$ cat config.mk
export PLATFORM = sky130hd
export DESIGN_NAME = row_downsample_2x_1331
export DESIGN_NICKNAME = d
export VERILOG_FILES = /design/src/rtl/rowds_pkg.sv /design/src/rtl/rowds_front.sv /design/src/rtl/rowds_queue.sv /design/src/rtl/rowds_back.sv /design/src/rtl/row_downsample_2x_1331.sv
export SDC_FILE = /design/constraint.sdc
export NUM_CORES = 1
export LEC_CHECK = 0
export BUFFER_PORTS_ARGS = -buffer_cell sky130_fd_sc_hd__buf_2
export CAP_MARGIN = 5
export CORE_MARGIN = 3
export CORE_UTILIZATION = 50
export CTS_CLUSTER_SIZE = 28
export DETAILED_ROUTE_END_ITERATION = 7
export PLACE_DENSITY_LB_ADDON = 0.25
export SETUP_SLACK_MARGIN = 0.05
export SYNTH_ARGS = -nofsm -noshare
export SYNTH_HDL_FRONTEND = slang
export SYNTH_SLANG_ARGS = --single-unit
export TNS_END_PERCENT = 100
$ cat constraint.sdc
create_clock -name clk -period 8.8 [get_ports clk]
set_clock_uncertainty 0.1 [all_clocks]
set_input_delay 0.44 -clock clk [delete_from_list [all_inputs] [get_ports clk]]
set_output_delay 0.44 -clock clk [all_outputs]
set_load 0.03 [all_outputs]
$ cat src/rtl/rowds_pkg.sv
package rowds_pkg;

	localparam int QDEPTH = 4;
	localparam int QPTR_W = $clog2(QDEPTH);
	localparam int QCNT_W = $clog2(QDEPTH + 1);

	typedef struct packed {
		logic [7:0] pixel_in;
		logic       row_end;
	} in_item_t;

	typedef struct packed {
		logic [7:0] pixel_out;
		logic       row_done;
		logic       run_last;
	} out_item_t;

	// position of the next sample within its row
	typedef enum logic [1:0] {
		PH_FIRST,
		PH_SECOND,
		PH_EVEN,
		PH_ODD
	} phase_t;

	// kernel selection for one queued command
	typedef enum logic [2:0] {
		OP_PASS,
		OP_MEAN,
		OP_MID,
		OP_MID_TAIL,
		OP_TAIL134
	} op_t;

	typedef struct packed {
		op_t        op;
		logic [7:0] a;
		logic [7:0] b;
		logic [7:0] c;
		logic [7:0] p;
	} cmd_t;

endpackage

$ cat src/rtl/rowds_front.sv
module rowds_front import rowds_pkg::*; (
	input  logic     clk,
	input  logic     arst_n,
	input  logic     push,
	input  in_item_t sample,
	output logic     full,
	input  logic     q_full,
	output logic     q_push,
	output cmd_t     q_cmd
);

	phase_t     phase_q, phase_d;
	logic [7:0] win_q [3];
	logic [7:0] win_d [3];
	logic       accept;

	assign accept = push && !q_full;
	assign full   = q_full;

	always_ff @(posedge clk or negedge arst_n) begin
		if (!arst_n) begin
			phase_q <= PH_FIRST;
			win_q[0] <= '0;
			win_q[1] <= '0;
			win_q[2] <= '0;
		end else if (accept) begin
			phase_q <= phase_d;
			win_q   <= win_d;
		end
	end

	always_comb begin
		q_push   = 1'b0;
		q_cmd.op = OP_PASS;
		q_cmd.a  = win_q[2];
		q_cmd.b  = win_q[1];
		q_cmd.c  = win_q[0];
		q_cmd.p  = sample.pixel_in;
		// shift by default; row start reloads the whole window
		win_d[0] = sample.pixel_in;
		win_d[1] = win_q[0];
		win_d[2] = win_q[1];
		phase_d  = phase_q;
		case (phase_q)
			PH_FIRST: begin
				q_push   = sample.row_end;
				q_cmd.op = OP_PASS;
				win_d[1] = sample.pixel_in;
				win_d[2] = sample.pixel_in;
				phase_d  = PH_SECOND;
			end
			PH_SECOND: begin
				q_push   = sample.row_end;
				q_cmd.op = OP_MEAN;
				phase_d  = PH_EVEN;
			end
			PH_EVEN: begin
				q_push   = 1'b1;
				q_cmd.op = sample.row_end ? OP_MID_TAIL : OP_MID;
				phase_d  = PH_ODD;
			end
			PH_ODD: begin
				q_push   = sample.row_end;
				q_cmd.op = OP_TAIL134;
				phase_d  = PH_EVEN;
			end
			default: begin
				phase_d = PH_FIRST;
			end
		endcase
		if (sample.row_end)
			phase_d = PH_FIRST;
		q_push = q_push && accept;
	end

endmodule

$ cat src/rtl/rowds_queue.sv
module rowds_queue import rowds_pkg::*; (
	input  logic clk,
	input  logic arst_n,
	input  logic wr_en,
	input  cmd_t wr_data,
	output logic full,
	input  logic rd_en,
	output cmd_t rd_data,
	output logic empty
);

	cmd_t              mem_q [QDEPTH];
	logic [QPTR_W-1:0] wr_ptr_q, rd_ptr_q;
	logic [QCNT_W-1:0] count_q;

	assign full    = (count_q == QCNT_W'(QDEPTH));
	assign empty   = (count_q == '0);
	assign rd_data = mem_q[rd_ptr_q];

	function automatic logic [QPTR_W-1:0] ptr_inc(input logic [QPTR_W-1:0] ptr);
		ptr_inc = (ptr == QPTR_W'(QDEPTH - 1)) ? '0 : ptr + 1'b1;
	endfunction

	always_ff @(posedge clk) begin
		if (wr_en)
			mem_q[wr_ptr_q] <= wr_data;
	end

	always_ff @(posedge clk or negedge arst_n) begin
		if (!arst_n) begin
			wr_ptr_q <= '0;
			rd_ptr_q <= '0;
			count_q  <= '0;
		end else begin
			if (wr_en)
				wr_ptr_q <= ptr_inc(wr_ptr_q);
			if (rd_en)
				rd_ptr_q <= ptr_inc(rd_ptr_q);
			case ({wr_en, rd_en})
				2'b10:   count_q <= count_q + 1'b1;
				2'b01:   count_q <= count_q - 1'b1;
				default: count_q <= count_q;
			endcase
		end
	end

`ifndef SYNTHESIS
	a_no_overflow: assert property (@(posedge clk) disable iff (!arst_n)
		wr_en |-> !full) else $error("queue written while full");
	a_no_underflow: assert property (@(posedge clk) disable iff (!arst_n)
		rd_en |-> !empty) else $error("queue read while empty");
	a_count_range: assert property (@(posedge clk) disable iff (!arst_n)
		count_q <= QCNT_W'(QDEPTH)) else $error("queue count out of range");
`endif

endmodule

$ cat src/rtl/rowds_back.sv
module rowds_back import rowds_pkg::*; (
	input  logic      clk,
	input  logic      arst_n,
	input  cmd_t      q_cmd,
	input  logic      q_empty,
	output logic      q_pop,
	output out_item_t result,
	output logic      empty,
	input  logic      pop
);

	out_item_t   out_q, out_d;
	logic        out_valid_q;
	logic        sub_q;
	logic        load;
	logic [8:0]  sum_bc;
	logic [10:0] acc_mid, acc_17, acc_134;
	logic [8:0]  acc_mean;

	assign empty  = !out_valid_q;
	assign result = out_q;
	assign load   = (!out_valid_q || pop) && !q_empty;

	// 1,3,3,1 interior; 1,7, 1,3,4 and 1,1 row-end kernels; all round half up
	always_comb begin
		sum_bc   = {1'b0, q_cmd.b} + {1'b0, q_cmd.c};
		acc_mid  = {3'b0, q_cmd.a} + {1'b0, sum_bc, 1'b0} + {2'b0, sum_bc}
			+ {3'b0, q_cmd.p} + 11'd4;
		acc_17   = {3'b0, q_cmd.c} + {q_cmd.p, 3'b0} - {3'b0, q_cmd.p} + 11'd4;
		acc_134  = {3'b0, q_cmd.b} + {2'b0, q_cmd.c, 1'b0} + {3'b0, q_cmd.c}
			+ {1'b0, q_cmd.p, 2'b0} + 11'd4;
		acc_mean = {1'b0, q_cmd.c} + {1'b0, q_cmd.p} + 9'd1;
	end

	always_comb begin
		out_d.row_done = 1'b1;
		out_d.run_last = 1'b1;
		q_pop          = load;
		case (q_cmd.op)
			OP_PASS:     out_d.pixel_out = q_cmd.p;
			OP_MEAN:     out_d.pixel_out = acc_mean[8:1];
			OP_MID: begin
				out_d.pixel_out = acc_mid[10:3];
				out_d.row_done  = 1'b0;
			end
			OP_MID_TAIL: begin
				if (sub_q) begin
					out_d.pixel_out = acc_17[10:3];
				end else begin
					out_d.pixel_out = acc_mid[10:3];
					out_d.row_done  = 1'b0;
					out_d.run_last  = 1'b0;
					q_pop           = 1'b0;
				end
			end
			OP_TAIL134:  out_d.pixel_out = acc_134[10:3];
			default:     out_d.pixel_out = q_cmd.p;
		endcase
	end

	always_ff @(posedge clk) begin
		if (load)
			out_q <= out_d;
	end

	always_ff @(posedge clk or negedge arst_n) begin
		if (!arst_n) begin
			out_valid_q <= 1'b0;
			sub_q       <= 1'b0;
		end else begin
			if (load)
				out_valid_q <= 1'b1;
			else if (pop)
				out_valid_q <= 1'b0;
			if (load)
				sub_q <= (q_cmd.op == OP_MID_TAIL) && !sub_q;
		end
	end

`ifndef SYNTHESIS
	a_sub_head: assert property (@(posedge clk) disable iff (!arst_n)
		sub_q |-> (!q_empty && q_cmd.op == OP_MID_TAIL))
		else $error("second result pending without a two-result command");
	a_pop_whole: assert property (@(posedge clk) disable iff (!arst_n)
		q_pop |-> (q_cmd.op != OP_MID_TAIL || sub_q))
		else $error("two-result command retired after one result");
	a_done_last: assert property (@(posedge clk) disable iff (!arst_n)
		(out_valid_q && out_q.row_done) |-> out_q.run_last)
		else $error("row end result not marked as last of its item");
`endif

endmodule

$ cat src/rtl/row_downsample_2x_1331.sv
// Horizontal 2:1 row downsampler, 1,3,3,1 kernel with round half up.
//
// Input channel: one pixel per item (sample.pixel_in) with sample.row_end on
// the last pixel of a row. An item is taken on a clock edge with push high
// and full low. A row of w pixels yields ceil(w/2) results.
// Result channel: result.pixel_out, result.row_done on the final pixel of the
// row, result.run_last on the last result caused by one input item. The head
// result is valid while empty is low and is taken on an edge with pop high.
//
// Structure: a front end tracks row position and a three-pixel window and
// turns each pixel into a kernel command; a four-entry command queue feeds a
// back end that evaluates the kernel into an output register.
// Path: a pixel's command is written into the queue on the edge that takes it;
// with queue and output register empty the back end then loads its result.
// Throughput: one pixel per cycle while full is low; the last pixel of an
// odd-width row of three or more gives two results from one queued command.
// When pop stays low the output register holds, the queue fills and full
// rises; nothing is dropped. Reset clears row position, window, queue and
// output register; the first pixel after reset starts a new row.
module row_downsample_2x_1331 import rowds_pkg::*; (
	input  logic      clk,
	input  logic      arst_n,
	input  logic      push,
	input  in_item_t  sample,
	output logic      full,
	output logic      empty,
	input  logic      pop,
	output out_item_t result
);

	cmd_t fe_cmd;
	cmd_t q_head;
	logic fe_push;
	logic q_full;
	logic q_empty;
	logic q_pop;

	// front end: row position, window, command classification
	rowds_front u_front (
		.clk    (clk),
		.arst_n (arst_n),
		.push   (push),
		.sample (sample),
		.full   (full),
		.q_full (q_full),
		.q_push (fe_push),
		.q_cmd  (fe_cmd)
	);

	// decouples the front end from output stalls
	rowds_queue u_queue (
		.clk     (clk),
		.arst_n  (arst_n),
		.wr_en   (fe_push),
		.wr_data (fe_cmd),
		.full    (q_full),
		.rd_en   (q_pop),
		.rd_data (q_head),
		.empty   (q_empty)
	);

	// back end: kernel evaluation and result register
	rowds_back u_back (
		.clk     (clk),
		.arst_n  (arst_n),
		.q_cmd   (q_head),
		.q_empty (q_empty),
		.q_pop   (q_pop),
		.result  (result),
		.empty   (empty),
		.pop     (pop)
	);

endmodule
Word level (Yosys, flattened, before mapping). Memories as Yosys holds them, arrays and structs flattened. Index checks and enable logic that the tools add are counted.

Bits in registers: 45. RAM bits: 140. Input bits: 13. Output and inout bits: 12. Logic and storage cells: 77. Memories kept: 1.

$add $sub $neg: 18. Equal/unequal tests: 12. Muxes and demuxes: 19. Reduce and logical (&&, ||, !) cells: 15.

Memories: u_queue.mem_q (words 4, width 35, rd ports 1, clocked after Yosys merged registers in 0, write ports 1, line rowds_queue.sv:12) `cmd_t mem_q [QDEPTH];`.

Operator list (count): $add A11 B3 Y11 const B (3); $pmux W8 S4 (1); $add A11 B8 Y11 (2); $add A8 B8 Y9 (2); $mux W16 (1); $pmux W3 S4 (1); $add A11 B10 Y11 (1); $add A11 B9 Y11 (1); $add A8 B10 Y11 (1); $add A8 B11 Y11 (1); $sub A11 B8 Y11 (1); $add A8 B9 Y10 (1); $eq A2 B2 Y1 const B (5); $add A9 B1 Y9 const B (1); $mux W2 (4); $mux W8 (1); $mux W1 (7); $eq A3 B2 Y1 const B (2); $eq A3 B3 Y1 const B (2); $pmux W2 S3 (1); $pmux W3 S2 (1); $add A2 B1 Y2 const B (2); $eq A2 B1 Y1 const B (2); $logic_and A1 B1 Y1 (4); 11 further kinds (16).

Logic depth before layout (Yosys ltp). An unclocked memory read counts as a cell.

Word-level depth: 8. Depth in mapped cells: 24. Depth with buffers taken out: 21.

Hierarchy. Synthesis repeated with hierarchy kept, for this count alone.

Cells, all modules: 725. Area total of the unflattened synthesis: 10174.8 µm².

Modules (own cells, without submodules): rowds_queue (instances 1, cells an instance 221, area each 5525.3 µm², seq. area each 4379.2 µm²); rowds_back (instances 1, cells an instance 382, area each 3397.0 µm², seq. area each 350.3 µm²); rowds_front (instances 1, cells an instance 122, area each 1252.5 µm², seq. area each 650.6 µm²).

Least setup slack after synthesis. Ideal clock, no wire load.

Path kind: reg2reg. From: reg u_queue.rd_ptr_q[0]. To: reg u_back.out_q (netlist bit u_back.result[8]), data pin. Library setup time: 0.261 ns. Arrival: 5.860 ns. Required time: 8.439 ns. Path slack: 2.579 ns. Stages on the path, launching flop included: 24. Path buffers: 3. Period minus slack after synthesis: 6.221 ns. Cells stage by stage: dfrtp_1 -> buf_6 -> buf_2 -> clkbuf_1 -> mux4_2 -> fa_1 -> a21o_1 -> a21oi_1 -> o21bai_1 -> a21oi_1 -> xnor2_1 -> fa_1 -> inv_1 -> fa_1 -> inv_1 -> ha_1 -> ha_1 -> o21ai_0 -> o21ai_0 -> a21oi_1 -> xnor2_1 -> a221oi_2 -> o221ai_1 -> o32a_1.

RTL lines: from (decl) (line rowds_queue.sv:13) `logic [QPTR_W-1:0] wr_ptr_q, rd_ptr_q;`; from (signal assigned) (line rowds_queue.sv:38) `rd_ptr_q <= ptr_inc(rd_ptr_q);`; to (signal assigned) (line rowds_back.sv:63) `out_q <= out_d;`; to (decl) (line rowds_back.sv:12) `out_item_t out_q, out_d;`.

==> results_dict.tcl <==
set metrics [dict create \
    postRouteAntennaNets 0 \
    port_buffers 24 \
    postCtsHoldBufs 0 \
    synth-seq-cells 185 \
    synth_cells 758 \
    synthToLayoutAreaGrowth_pct 9.77 \
    first_pass_iters 5 \
    crit_type "reg -> reg" \
    grt_pass1_vias 6233 \
    setup_tns_ns 0 \
    start_util_pct 51.7 \
    die_area_um2 22200 \
    layout_commonest_cell "edfxtp_1" \
    syn-num-nets 876 \
    synthArstFlopShare_pct 18.9 \
    wire_per_inst_um 20.2 \
    core_um2 19800 \
    clock_sinks 185 \
    grt_max_degree 46 \
    max_freq_mhz 153 \
    yosysTopAreaCell "edfxtp_1" \
    start_kind "flop" \
    synth_edf_count 150 \
    nNetsFinal 905 \
    vias 6058 \
    die_h_um 149 \
    netlist_area_um2 10200 \
    cts_resized 0 \
    post-cts-setup-buffers 0 \
    synth_area_leaders "edfxtp_1 (44%), ha_1 (9.7%), dfrtp_1 (8.6%)" \
    htreeDepth 4 \
    hold_violations 0 \
    drt-total-wl_mm 21.5 \
    clkTransAtPathRegs_ns 0.08 \
    drtIter0Drc 395 \
    layout-drive-gt1-share_pct 15.3 \
    synth_top_area_share_pct 44.0 \
    die-width_um 149 \
    syn-mean-instance-area_um2 13.5 \
    yosys_warnings 0 \
    overflow 0 \
    drv_cap 0 \
    antenna_found_initial 0 \
    ioPinCount 25 \
    grt_pass1_wl_mm 34.3 \
    hp-class "in -> async" \
    arrival_ns 6.59 \
    worstPathMaxFanout 22 \
    tightest_slew_ns 1.25 \
    routabilityCongestion 0.892 \
    numCtsBuffers 17 \
    r2r-start "u_queue.rd_ptr_q[0]" \
    startpoint "u_queue.rd_ptr_q[0]" \
    cp-end-kind "flop" \
    period_share_pct 74.2 \
    seq_area_frac_synth_pct 52.6 \
    crit_required_ns 8.87 \
    hpwl_mm 15.4 \
    clkLatencyLatePin_ns 0.44 \
    fillCellCount 1605 \
    maxSlewHeadroom_pct 16.6 \
    track_usage_pct 20.5 \
    rows 51 \
    ys_types 64 \
    cts_tree "done" \
    final-max-slew-violation-count 0 \
    routed_via_density 5.68 \
    cts_root_buf "clkbuf_16" \
    setup_viol 0 \
    synth_flop_cell "edfxtp_1" \
    period_minus_slack_ns 6.53 \
    final_cell_mix "edfxtp_1 (150), inv_1 (89), ha_1 (79), a21oi_1 (53), o21ai_0 (39)" \
    rsz0062_at_grt "no" \
    cts.path.max_buffers 2 \
    drc 0 \
    status "finished, final reports clean" \
]
[per-stage QoR]
stage	hold slack (ns)	std cells	setup slack, ns	util, %	cell area, µm²
after floorplan	0.0444	758	2.58	-	10200
after global placement	0.371	1033	2.38	53.8	10600
after detailed placement	0.387	1033	2.27	53.8	10600
after CTS	0.0746	1065	2.24	56.8	11200
after global routing	0.0981	1065	1.86	56.8	11200
final	0.0557	1066	2.27	56.8	11200
[kinds of logic (layout without fill, tap and decap cells)]
group / after synthesis / count (layout) / synth area share (%)
flip-flops: 185 / 185 / 52.6
AO/OA/AOI/OAI: 152 / 152 / 9.50
other: 0 / 1 / 0
AND/OR/NAND/NOR: 115 / 115 / 5.94
buffers and inverters: 107 / 149 / 4.12
XOR/XNOR: 44 / 44 / 3.84
adder cells (fa/ha/maj): 105 / 105 / 14.7
multiplexers: 50 / 50 / 9.30
[state kept, by name, indices dropped and copies added (netlist names)]
register	count
u_back.out_valid_q	1
u_back.result	10
u_back.sub_q	1
u_front.phase_q	2
u_front.q_cmd	24
u_queue.count_q	3
u_queue.mem_q	140
u_queue.rd_ptr_q	2
u_queue.wr_ptr_q	2
[cell usage after synthesis, drive strengths merged, types with 18 or more instances]
library cell	instances
edfxtp	150
inv	89
ha	79
a21oi	55
o21ai	39
nand2	36
dfrtp	35
mux4	34
fa	26
xnor2	26
nor2	23
xor2	18
[final timing paths]
| check | slack, ns | endpoint | cells past startpoint |
|---|---|---|---|
| min | 0.06 | u_queue.count_q[0] | 1 |
| min in group clk | 0.12 | u_back.out_valid_q | 2 |
| max reg2reg | 2.27 | u_back.result[8] | 21 |
| max in group asynchronous | 7.88 | u_queue.rd_ptr_q[0] | 1 |
| min reg2reg | 0.40 | u_queue.count_q[0] | 1 |
| max | 2.27 | u_back.result[8] | 21 |
[layout make-up]
type / instances / area (µm²) / area share (%)
flip-flops and latches: 185 / 5380 / 47.9
repair buffers: 28 / 150 / 1.34
inverters: 89 / 334 / 2.97
well taps: 265 / 332 / 2.95
clock inverters: 14 / 169 / 1.50
clock buffers: 18 / 429 / 3.82
multi-input cells: 466 / 4440 / 39.5
diodes: 1 / 2.50 / 0.0223
[metal layers]
layer / vias to the layer above / routed length, µm / share of wire, % / GRT usage [%]
li1: 2844 / - / - / -
met1: 3048 / 9420 / 44 / 27.7
met2: 138 / 10800 / 50 / 34.1
met3: 28 / 893 / 4.1 / 3.71
met4: 0 / 412 / 1.9 / 6.18
met5: - / 0 / 0 / 0
[critical path, cell delays in order (launching register included)]
cell      delay [ns]
dfrtp_2         0.75
buf_4           0.48
mux4_2          0.62
ha_1            0.37
a21o_1          0.19
a21oi_1         0.26
o21bai_1        0.10
a21oi_1         0.24
xnor2_1         0.14
fa_1            0.50
inv_1           0.05
fa_1            0.50
inv_1           0.04
ha_1            0.28
ha_1            0.36
o21ai_0         0.10
o21ai_0         0.16
a21oi_1         0.10
xnor2_1         0.14
a221oi_2        0.27
o221ai_1        0.14
o32a_1          0.35
Power is not shown: default switching activity piles up to over one toggle a cycle in this logic, so the estimate is an artifact.
